File: src/rtl/cac_pkg.sv
// ----------------------------------------------------------------------------
// cac_pkg
// Shared widths, codes and the request record of the admission check.
// ----------------------------------------------------------------------------
package cac_pkg;

  localparam int unsigned ENTRIES_DEF = 16;
  localparam int unsigned WORDS_DEF   = 4;

  localparam int unsigned BIT_COUNT   = 64;
  localparam int unsigned WORD_W      = BIT_COUNT;
  localparam int unsigned LBIT_W      = $clog2(BIT_COUNT);
  localparam int unsigned ID_W        = 32;
  localparam int unsigned CNT_W       = 3;
  localparam int unsigned AMT_W       = 32;
  localparam int unsigned TC_W        = 5;
  localparam int unsigned EIDX_W      = 4;
  localparam int unsigned WIDX_W      = 2;
  localparam int unsigned KIND_W      = 2;
  localparam int unsigned STATUS_W    = 3;
  localparam int unsigned FIELD_W     = 8;
  localparam int unsigned BUILD_LO_W  = 32;
  localparam int unsigned CFG_IDX_W   = 2;
  localparam int unsigned QUEUE_DEPTH = 2;

  typedef enum logic [KIND_W-1:0] {
    KIND_ENTRY_HDR  = 2'd0,
    KIND_ENTRY_WORD = 2'd1,
    KIND_REQ_HDR    = 2'd2,
    KIND_REQ_WORD   = 2'd3
  } kind_e;

  typedef enum logic [STATUS_W-1:0] {
    ST_OK          = 3'd0,
    ST_NO_ATTACH   = 3'd1,
    ST_MISSING     = 3'd2,
    ST_OVER_BUDGET = 3'd3,
    ST_WRONG_FW    = 3'd4
  } status_e;

  typedef enum logic [CFG_IDX_W-1:0] {
    CFG_TABLE_COUNT = 2'd0,
    CFG_BUILD_HI    = 2'd1,
    CFG_BUILD_MID   = 2'd2,
    CFG_BUILD_LO    = 2'd3
  } cfg_idx_e;

  typedef struct packed {
    kind_e               kind;
    logic [EIDX_W-1:0]   entry_index;
    logic [WIDX_W-1:0]   word_index;
    logic [ID_W-1:0]     target_id;
    logic [CNT_W-1:0]    word_count;
    logic [AMT_W-1:0]    amount;
    logic [WORD_W-1:0]   bitmap_word;
    logic                build_fail;
    logic                last_word;
  } cmd_t;

endpackage

File: src/rtl/cac_front.sv
// ----------------------------------------------------------------------------
// cac_front
// Configuration registers, request intake, filtering and classification.
// ----------------------------------------------------------------------------
module cac_front
  import cac_pkg::*;
#(
  parameter int unsigned ENTRIES = ENTRIES_DEF,
  parameter int unsigned WORDS   = WORDS_DEF,
  localparam int unsigned SLW    = $clog2(ENTRIES + 1)
) (
  input  logic                  clk_i,
  input  logic                  rst_ni,
  input  logic                  cfg_we_i,
  input  logic [CFG_IDX_W-1:0]  cfg_index_i,
  input  logic [WORD_W-1:0]     cfg_data_i,
  input  logic                  in_valid_i,
  output logic                  in_ready_o,
  input  logic [KIND_W-1:0]     kind_i,
  input  logic [EIDX_W-1:0]     entry_index_i,
  input  logic [WIDX_W-1:0]     word_index_i,
  input  logic [ID_W-1:0]       target_id_i,
  input  logic [CNT_W-1:0]      word_count_i,
  input  logic [AMT_W-1:0]      max_budget_i,
  input  logic [AMT_W-1:0]      charge_i,
  input  logic [WORD_W-1:0]     bitmap_word_i,
  input  logic                  bind_build_i,
  input  logic [WORD_W-1:0]     req_build_hi_i,
  input  logic [WORD_W-1:0]     req_build_mid_i,
  input  logic [BUILD_LO_W-1:0] req_build_lo_i,
  input  logic                  full_i,
  output logic                  push_o,
  output cmd_t                  cmd_o,
  output logic [SLW-1:0]        search_len_o
);

  localparam int unsigned LAST_WORD = ((WORDS < 4) ? WORDS : 4) - 1;

  logic [TC_W-1:0]       table_count_q, table_count_d;
  logic [WORD_W-1:0]     build_hi_q, build_hi_d;
  logic [WORD_W-1:0]     build_mid_q, build_mid_d;
  logic [BUILD_LO_W-1:0] build_lo_q, build_lo_d;
  logic                  entry_ok;
  logic                  word_ok;
  logic                  keep;
  kind_e                 kind;

  always_comb begin
    table_count_d = table_count_q;
    build_hi_d    = build_hi_q;
    build_mid_d   = build_mid_q;
    build_lo_d    = build_lo_q;
    if (cfg_we_i) begin
      case (cfg_idx_e'(cfg_index_i))
        CFG_TABLE_COUNT: table_count_d = cfg_data_i[TC_W-1:0];
        CFG_BUILD_HI:    build_hi_d    = cfg_data_i;
        CFG_BUILD_MID:   build_mid_d   = cfg_data_i;
        CFG_BUILD_LO:    build_lo_d    = cfg_data_i[BUILD_LO_W-1:0];
        default: ;
      endcase
    end
  end

  always_ff @(posedge clk_i or negedge rst_ni) begin
    if (!rst_ni) begin
      table_count_q <= '0;
      build_hi_q    <= '0;
      build_mid_q   <= '0;
      build_lo_q    <= '0;
    end else begin
      table_count_q <= table_count_d;
      build_hi_q    <= build_hi_d;
      build_mid_q   <= build_mid_d;
      build_lo_q    <= build_lo_d;
    end
  end

  assign search_len_o = (32'(table_count_q) < ENTRIES) ? SLW'(table_count_q) : SLW'(ENTRIES);

  assign kind     = kind_e'(kind_i);
  assign entry_ok = 32'(entry_index_i) < ENTRIES;
  assign word_ok  = 32'(word_index_i) < WORDS;

  // out of range slots and words are dropped here
  always_comb begin
    case (kind)
      KIND_ENTRY_HDR:  keep = entry_ok;
      KIND_ENTRY_WORD: keep = entry_ok && word_ok;
      KIND_REQ_HDR:    keep = 1'b1;
      KIND_REQ_WORD:   keep = word_ok;
      default:         keep = 1'b0;
    endcase
  end

  assign in_ready_o = !full_i;
  assign push_o     = in_valid_i && !full_i && keep;

  always_comb begin
    cmd_o.kind        = kind;
    cmd_o.entry_index = entry_index_i;
    cmd_o.word_index  = word_index_i;
    cmd_o.target_id   = target_id_i;
    cmd_o.word_count  = (32'(word_count_i) > WORDS) ? CNT_W'(WORDS) : word_count_i;
    cmd_o.amount      = (kind == KIND_REQ_HDR) ? charge_i : max_budget_i;
    cmd_o.bitmap_word = bitmap_word_i;
    cmd_o.build_fail  = bind_build_i && ((req_build_hi_i != build_hi_q) ||
                                         (req_build_mid_i != build_mid_q) ||
                                         (req_build_lo_i != build_lo_q));
    cmd_o.last_word   = word_index_i == WIDX_W'(LAST_WORD);
  end

endmodule

File: config.mk
export PLATFORM = sky130hd
export DESIGN_NAME = cac_front
export DESIGN_NICKNAME = d
export VERILOG_FILES = /design/src/rtl/cac_pkg.sv /design/src/rtl/cac_front.sv
export SDC_FILE = /design/constraint.sdc
export NUM_CORES = 1
export LEC_CHECK = 0
export ABC_CLOCK_PERIOD_IN_PS = 1550
export BUFFER_PORTS_ARGS = -buffer_cell sky130_fd_sc_hd__buf_2
export CAP_MARGIN = 10
export CORE_AREA = 2 2 212 214
export DETAILED_ROUTE_END_ITERATION = 10
export DIE_AREA = 0 0 214 216
export GPL_ROUTABILITY_DRIVEN = 0
export PLACE_DENSITY = 0.54
export SLEW_MARGIN = 0
export SYNTH_ARGS = -nofsm -noshare
export SYNTH_HDL_FRONTEND = slang
export SYNTH_SLANG_ARGS = --single-unit
File: constraint.sdc
create_clock -name clk_i -period 1.55 [get_ports clk_i]
set_input_delay 0.0775 -clock clk_i [delete_from_list [all_inputs] [get_ports clk_i]]
set_output_delay 0.0775 -clock clk_i [all_outputs]
set_load 0.01 [all_outputs]
==> results.toml, run 1 <==
[run_status]
outcome = "finished, violations left"
violations = "negative setup slack"

[grt]
grt_overflow = 0
first_global_vias = 7211
grt_use_total = 0.179
antenna_found_initial = 25
grt_max_degree = 50
grt_pass1_wl_mm = 57.0

[pwr]
p_total_uw = 13200
power_density_nw_per_um2 = 1060
p_leak_uw = 0.00541
peakVddDrop_mv = 0.815

[clock_network]
clk_path_buf_depth = 2
cts-root-buf = "clkbuf_16"
cts_tree = "built"
clock_latency_ns = 0.44
h-tree-depth = 4
clkTransAtPathRegs_ns = 0.06
cts_setup_buffers = 0
cts_made_buffers = 17
cts_sinks = 165

[worst_setup_path]
crit_family = "simple AND/OR/NAND/NOR gates"
cpMaxStageDelayCell = "dfrtp_1"
critical_path_depth = 6
start_kind = "register"
path_class = "reg2out"
end_kind = "primary output"
arrival_ns = 2.31
required_ns = 1.47
crit_buf_inv = 1
r2r_cells = 1
slowest_delay_ns = 0.40
cpMostUsedCell = "nand4_1"
crit_fanout = 2
crit_chain = "xnor2_2 > nand4_1 > nor4_4 > nand4_1 > o31a_1 > buf_2"

[run]
maxCapViolCount = 0

[cells_and_area]
syn_to_final_growth_pct = 36.4
nets = 1460
postLayoutCellArea_sq_um = 12400
n_fill_cell = 4549
drive_gt1_frac = 0.586
fin_cells = 1663

[synthesis]
synth-edff-count = 0
synth.most_common_cell = "mux2_2"
yosysSeqAreaShare = 0.453
yosys_warnings = 0
syn-cell-area_sq_um = 9120
synth_top_flop_cell = "dfrtp_1"
ys_types = 18
netlist_top_cells_area = "dfrtp_1 45%, mux2_2 24%, xnor2_1 15%"
synth_nets = 1121
synth_top_cell_area_share = 0.453
synth.largest_area_cell = "dfrtp_1"
synth_common_cells = "195 x mux2_2, 165 x dfrtp_1, 160 x xnor2_1, 117 x buf_4, 42 x nand4_1"
synth_area_per_cell_sq_um = 12.7
synth-seq-cells = 165
async_flop_share = 1.00
syn_inst = 718

[sta]
relSlewSlack = 0.719
period_share = 1.54
rsz0062_at_grt = "true"
fin_crit_ns = 2.38
fin_skew_ns = 0
finalHoldViolations = 0
finalMaxSlewViolations = 0
fin_setup_tns_ns = -0.833
setup_violations = 1
holdWs_ns = 0.0329
max_freq_mhz = 420
fin_ws_ns = -0.833
worst_pin_slew_ns = 0.419

[floorplan]
die_area_sq_um = 46200
io_pins = 551
die_h_um = 216
core_sq_um = 43800
start_util = 0.208
die_w_um = 214
rows = 77

[route]
via_per_inst = 4.11
dr.pass1.iters = 4
postRouteAntennaNets = 0
routedWlPerCell_um = 25.3
drc = 0
drtIter0Drc = 233
drt_wl_total_mm = 42.1
vias = 6842

[placed_design]
post-dp-hpwl_mm = 35.8
place_inst = 1566
placed_cell_area_sq_um = 11100
io_buffers = 350

[worst_hold_path]
hold_depth = 2
hp-class = "in2reg"
[registers in the layout, indices dropped and copies added (netlist names)]
name	cells
build_hi_q	64
build_lo_q	32
table_count_q	5
build_mid_q	64
[final timing paths]
kind,startpoint,endpoint,slack [ns]
setup / recovery,build_mid_q[11],cmd_o[1],-0.83
hold / removal,cfg_data_i[7],build_hi_q[7],0.03
setup reg to reg,build_hi_q[62],build_hi_q[62],0.70
hold reg to reg,table_count_q[2],table_count_q[2],0.50
max in group asynchronous,rst_ni,build_hi_q[62],0.76
min in group asynchronous,rst_ni,build_mid_q[7],0.10
[power breakdown]
part	leakage (uW)	internal [uW]	switching, uW
Combinational	0.00319	2030	1390
Sequential	0.00195	5130	599
Clock	0.000266	2340	1750
Total	0.00541	9500	3730
[cell usage in the layout, fill, tap and decap left out, types with 2 or more instances in the layout]
cell type      Yosys  layout
bufinv_16          0       2
nand3b_1           2       2
buf_4            117      23
nand4_1           42      42
nor4_4             0       4
xnor2_1          160     150
xnor2_4            0       2
nor2_1             2       2
buf_12             0      10
nor2b_1            8       7
clkbuf_16          0      17
clkinv_4           0       3
mux2_2           195     195
buf_2              8     349
diode_2            0       4
nor4_1             7       2
mux2_1             2       2
clkinv_2           0       3
nor4_2             2       3
clkbuf_1           2       3
dfrtp_1          165     164
xnor2_2            0       8
dlygate4sd3_1      0      64
[cell type report]
cell class | instances | area, sq um | area share
Inverter | 1 | 3.75 | 0.000302
Tap cell | 592 | 741 | 0.0595
Clock inverter | 9 | 109 | 0.00875
Clock buffer | 20 | 437 | 0.0351
Multi-Input combinational cell | 425 | 4240 | 0.341
Timing Repair Buffer | 447 | 2770 | 0.223
Antenna cell | 4 | 10.0 | 0.000805
Sequential cell | 165 | 4130 | 0.332
[metal layers]
| layer | track usage | wire length [um] | up-vias |
|---|---|---|---|
| met5 | 0 | 207 | - |
| met4 | 0.0592 | 1150 | 30 |
| li1 | - | - | 3060 |
| met3 | 0.0881 | 4340 | 114 |
| met2 | 0.319 | 21600 | 315 |
| met1 | 0.183 | 14800 | 3323 |
[repair_timing]
item,in CTS,in global routing
resized for setup,17,5
endpoints found under the hold margin,326,0
hold buffers,64,0
endpoints found under the setup margin,1,1
pin swaps,12,6
[through the flow]
stage          setup WS (ns)  utilization
2_1_floorplan          0.181            -
3_3_place_gp          -0.981        0.253
3_5_place_dp          -0.997        0.253
4_1_cts               -0.949        0.283
5_1_grt               -0.972        0.284
6_report              -0.833        0.284
[kinds of logic (layout without fill, tap and decap cells)]
group	count (synthesis)	in the layout	synth area share
AOI/OAI and AO/OA	1	1	0.000961
xor gates and xnor gates	160	160	0.154
buffers and inverters	128	477	0.102
DFF	165	165	0.453
muxes	197	197	0.243
other	0	4	0
and+or+nand+nor	67	67	0.0475
(Power assumes the default switching activity.)
==> run 2, diff against run 1 <==
--- a/config.mk
+++ b/config.mk
@@ -6,13 +6,13 @@
 export NUM_CORES = 1
 export LEC_CHECK = 0
 export ABC_CLOCK_PERIOD_IN_PS = 1550
-export BUFFER_PORTS_ARGS = -buffer_cell sky130_fd_sc_hd__buf_2
 export CAP_MARGIN = 10
 export CORE_AREA = 2 2 212 214
 export DETAILED_ROUTE_END_ITERATION = 10
 export DIE_AREA = 0 0 214 216
+export DONT_BUFFER_PORTS = 1
 export GPL_ROUTABILITY_DRIVEN = 0
-export PLACE_DENSITY = 0.54
+export PLACE_DENSITY = 0.44
 export SLEW_MARGIN = 0
 export SYNTH_ARGS = -nofsm -noshare
 export SYNTH_HDL_FRONTEND = slang
==> run 2 against run 1 <==
The run ends with negative hold slack, negative setup slack left. Final cell count shrank 21%. Via count shrank 20%. Cell area shrank 15%. Register-to-register slack lost 0.05 ns. Largest cell class unchanged.
==> results.toml, run 2 (synthesis results as in run 1) <==
[worst_setup_path]
end_kind = "primary output"
required_ns = 1.47
start_kind = "register"
path_class = "reg2out"
endpoint = "cmd_o[1]"
r2r_cells = 2
reg2reg_from = "build_hi_q[25]"
rrSetupSlack_ns = 0.65
crit_fanout = 2
arrival_ns = 2.25
crit_path_start = "build_hi_q[25]"
timing.rr.end = "build_hi_q[25]"

[cells_and_area]
drive_gt1_frac = 0.368
n_fill_cell = 4673
final_common_cell = "mux2_2"
reg.largest.list = "build_hi_q: 64 flops, build_mid_q: 64 flops, build_lo_q: 32 flops"
mostFrequentLayoutCells = "195 x mux2_2, 165 x dfrtp_1, 158 x xnor2_1"
syn_to_final_growth_pct = 16.2
nets = 1110
fin_cells = 1316

[clock_network]
cts_setup_buffers = 0
cts_sinks = 165
clock_latency_ns = 0.44
cts-root-buf = "clkbuf_16"
hold_buffers = 66
cts_tree = "built"
h-tree-depth = 4
cts_made_buffers = 17
clk_path_buf_depth = 2
clkTransAtPathRegs_ns = 0.06

[sta]
fin_skew_ns = 0
fin_setup_tns_ns = -0.782
holdWs_ns = -0.673
fin_crit_ns = 2.33
max_freq_mhz = 429
period_share = 1.50
relSlewSlack = 0.675
rsz0062_at_grt = "true"
finalMaxSlewViolations = 0
worst_pin_slew_ns = 0.488
finalHoldViolations = 165
fin_ws_ns = -0.782
setup_violations = 1

[placed_design]
post-dp-hpwl_mm = 34.1
io_buffers = 0
place_inst = 1214

[route]
drc = 0
drtIter0Drc = 218
routedWlPerCell_um = 31.1
dr.pass1.iters = 4
via_per_inst = 4.17
postRouteAntennaNets = 0
vias = 5492
drt_wl_total_mm = 41.0

[grt]
antenna_found_initial = 29
grt_use_total = 0.175
grt_max_degree = 166
first_global_vias = 5870
grt_overflow = 0
grt_pass1_wl_mm = 53.8

[floorplan]
die_area_sq_um = 46200
start_util = 0.208
die_w_um = 214
io_pins = 551
core_sq_um = 43800
rows = 77
die_h_um = 216

[run]
maxCapViolCount = 0

[worst_hold_path]
hp-class = "in2async"

[run_status]
violations = "negative hold slack, negative setup slack"
outcome = "finished, violations left"

[pwr]
power_density_nw_per_um2 = 1220
peakVddDrop_mv = 0.690
p_leak_uw = 0.00395
==> run 2: cell types whose count changed in the layout (fill, tap and decap cells not counted), moves of 3 or more <==
cell and delta:
buf_2 -349, xnor2_2 -6, diode_2 +3, xnor2_1 +8, buf_12 -4, clkinv_4 -3
==> run 2: area by class of cell <==
type                    count  area (sq um)  area share
diodes                      7          17.5     0.00165
well taps                 592           741      0.0699
multi-input cells         425          4140       0.390
flip-flops and latches    165          4130       0.390
inverters                   1          3.75    0.000354
repair buffers             97           968      0.0914
clock inverters             8           150      0.0142
clock buffers              21           450      0.0425
==> run 2: metrics by stage <==
step	util	setup slack, ns	hold WS [ns]	cell area [sq um]	power (uW)
after floorplan	-	0.181	-0.218	9120	7800
after global placement	0.211	-0.829	-0.212	9260	8240
after detailed placement	0.211	-0.838	-0.212	9260	8290
after CTS	0.241	-0.867	-0.701	10600	13200
after global routing	0.241	-0.915	-0.706	10600	13600
final	0.242	-0.782	-0.673	10600	12900
==> run 2: critical path, stage by stage, from the launching register on <==
cell and delay, ns:
dfrtp_1 0.41, xnor2_2 0.28, nand4_1 0.19, nor4_4 0.35, nand3_1 0.20, o31a_1 0.40
==> run 2: metal layers <==
metal	vias up	routed length, um	GRT usage	share of wire
met2	332	20200	0.299	0.49
met3	116	4890	0.100	0.12
met4	24	1240	0.0580	0.030
met1	2660	14400	0.179	0.35
met5	-	265	0.0167	0.0065
li1	2360	-	-	-
==> run 2: repair_timing <==
action,in CTS,in global routing
endpoints found under the hold margin,330,165
pin swaps,3,6
resized for setup,9,0
setup endpoints to repair,1,1
==> run 2: worst min-delay path by stage <==
stage	to	slack [ns]	depth (start not counted)
final	build_mid_q[7]	-0.67	0
after global routing	build_hi_q[41]	-0.71	0
after CTS	build_lo_q[0]	-0.70	0
after detailed placement	build_hi_q[1]	-0.21	0
after global placement	build_mid_q[7]	-0.21	0
after floorplan	build_hi_q[0]	-0.22	0
==> run 2: report_power, final <==
| part | total (uW) | leakage [uW] | switching (uW) | internal [uW] |
|---|---|---|---|---|
| combinational | 2700 | 0.00171 | 1030 | 1670 |
| sequential | 5700 | 0.00195 | 572 | 5130 |
| clock | 4530 | 0.000290 | 1810 | 2720 |
==> run 3, diff against run 2 <==
--- a/config.mk
+++ b/config.mk
@@ -7,12 +7,12 @@
 export LEC_CHECK = 0
 export ABC_CLOCK_PERIOD_IN_PS = 1550
 export CAP_MARGIN = 10
-export CORE_AREA = 2 2 212 214
+export CORE_AREA = 2 2 213 215
 export DETAILED_ROUTE_END_ITERATION = 10
-export DIE_AREA = 0 0 214 216
+export DIE_AREA = 0 0 215 217
 export DONT_BUFFER_PORTS = 1
 export GPL_ROUTABILITY_DRIVEN = 0
-export PLACE_DENSITY = 0.44
+export PLACE_DENSITY_LB_ADDON = 0.1
 export SLEW_MARGIN = 0
 export SYNTH_ARGS = -nofsm -noshare
 export SYNTH_HDL_FRONTEND = slang
==> run 3 against run 2 <==
The run still ends with negative hold slack, negative setup slack left. Worst hold slack gained 0.0092 ns. Routed wire length is 3.1% higher. Non-clock buffer count up 12. Setup slack got worse by 0.12 ns. Maximum frequency shrank 5.0%. Register-to-register slack lost 0.05 ns. Global-route usage rose by 0.38 points. Utilization fell by 0.16 points. Via count increased by 1.6%. Flip-flop and latch count stayed put. Critical endpoint unchanged. Largest cell class unchanged. Largest power group unchanged.
==> results.toml, run 3 (synthesis results as in run 1) <==
[run_status]
outcome = "finished, violations left"
violations = "negative hold slack, negative setup slack"

[floorplan]
core_sq_um = 44700
rows = 78
die_area_sq_um = 46700
io_pins = 551
start_util = 0.204
die_w_um = 215
die_h_um = 217

[route]
postRouteAntennaNets = 0
routedWlPerCell_um = 31.6
via_per_inst = 4.17
drtIter0Drc = 202
vias = 5579
drc = 0
dr.pass1.iters = 4
drt_wl_total_mm = 42.2

[worst_setup_path]
rrSetupSlack_ns = 0.60
timing.rr.end = "build_hi_q[62]"
reg2reg_from = "build_hi_q[62]"
path_class = "reg2out"
required_ns = 1.47
crit_fanout = 2
end_kind = "primary output"
arrival_ns = 2.38
r2r_cells = 2
start_kind = "register"

[grt]
grt_pass1_wl_mm = 55.7
antenna_found_initial = 26
first_global_vias = 6252
grt_use_total = 0.179
grt_max_degree = 166
grt_overflow = 0

[sta]
worst_pin_slew_ns = 0.467
max_freq_mhz = 408
relSlewSlack = 0.689
fin_crit_ns = 2.45
finalHoldViolations = 165
setup_violations = 1
fin_skew_ns = 0
fin_ws_ns = -0.903
rsz0062_at_grt = "true"
finalMaxSlewViolations = 0
holdWs_ns = -0.664
period_share = 1.58

[cells_and_area]
multi_input_area_sq_um = 4190
reg.largest.list = "build_hi_q: 64 flops, build_mid_q: 64 flops, build_lo_q: 32 flops"
fin_cells = 1337
nets = 1122
drive_gt1_frac = 0.391
final_util = 0.240
syn_to_final_growth_pct = 17.7
final-seq-area_sq_um = 4130
final_common_cell = "mux2_2"
postLayoutCellArea_sq_um = 10700
mostFrequentLayoutCells = "195 x mux2_2, 165 x dfrtp_1, 152 x xnor2_1"
n_fill_cell = 4774

[clock_network]
cts_setup_buffers = 0
clock_latency_ns = 0.44
hold_buffers = 66
cts_made_buffers = 17
cts-root-buf = "clkbuf_16"
cts_sinks = 165
h-tree-depth = 4
clk_path_buf_depth = 2
cts_tree = "built"
clkTransAtPathRegs_ns = 0.07

[placed_design]
io_buffers = 0
post-dp-hpwl_mm = 35.2
place_ws_ns = -1.26
placed_cell_area_sq_um = 9350
place_inst = 1234

[pwr]
p_leak_uw = 0.00405
power_density_nw_per_um2 = 1210
peakVddDrop_mv = 0.550

[worst_hold_path]
hp-class = "in2async"

[run]
maxCapViolCount = 0
## run 3: cell types whose count changed in the layout (fill, tap and decap cells not counted), sizes merged
cell	delta
bufinv	-2
clkinv	+6
clkbuf	-1
inv	-2
buf	+12
clkinvlp	+2
diode	-2
## run 3: cell type report
type | instances | share of cell area
antenna | 5 | 0.00117
multi-input combinational | 425 | 0.390
tap | 600 | 0.0699
sequential | 165 | 0.385
clock buffer | 20 | 0.0435
timing repair buffer | 109 | 0.0986
inverter | 1 | 0.000350
clock inverter | 12 | 0.0120
## run 3: what timing repair did
action / CTS / global route
pin swaps: 6 / 4
endpoints found under the setup margin: 1 / 1
hold endpoints to repair: 330 / 165
resized for setup: 9 / 6
## run 3: how the worst max path moves through the flow
| stage | startpoint | endpoint | slack, ns | cells past startpoint |
|---|---|---|---|---|
| 3_3_place_gp | build_hi_q[62] | cmd_o[1] | -1.25 | 6 |
| 5_1_grt | build_hi_q[34] | cmd_o[1] | -0.99 | 6 |
| 4_1_cts | build_hi_q[62] | cmd_o[1] | -0.98 | 6 |
| 6_report | build_hi_q[20] | cmd_o[1] | -0.90 | 6 |
| 3_5_place_dp | build_hi_q[62] | cmd_o[1] | -1.26 | 6 |
| 2_1_floorplan | build_hi_q[9] | cmd_o[1] | 0.18 | 5 |
## run 3: layer usage
layer	track usage	vias to the layer above	part of all wire
met5	0.0188	-	0.0041
met4	0.0549	10	0.027
met3	0.0997	80	0.12
met2	0.314	355	0.51
met1	0.180	2741	0.34
li1	-	2393	-
## run 3: stage by stage
| step | TNS, ns | power, uW |
|---|---|---|
| 5_1_grt | -0.986 | 13700 |
| 2_1_floorplan | 0 | 7800 |
| 3_3_place_gp | -1.25 | 8360 |
| 6_report | -0.903 | 13000 |
| 3_5_place_dp | -1.26 | 8410 |
| 4_1_cts | -0.985 | 13200 |
## run 3: where the power goes
group,leakage [uW],internal (uW),switching [uW],total (uW)
logic,0.00181,1740,1080,2820
registers,0.00195,5130,609,5740
clock network,0.000288,2500,1900,4390
## run 3: worst max-delay path, stage by stage (launching register included)
cell,delay [ns]
dfrtp_1,0.40
xnor2_1,0.32
nand4_1,0.26
nor4_1,0.35
buf_4,0.16
nand4_1,0.08
o31a_1,0.36
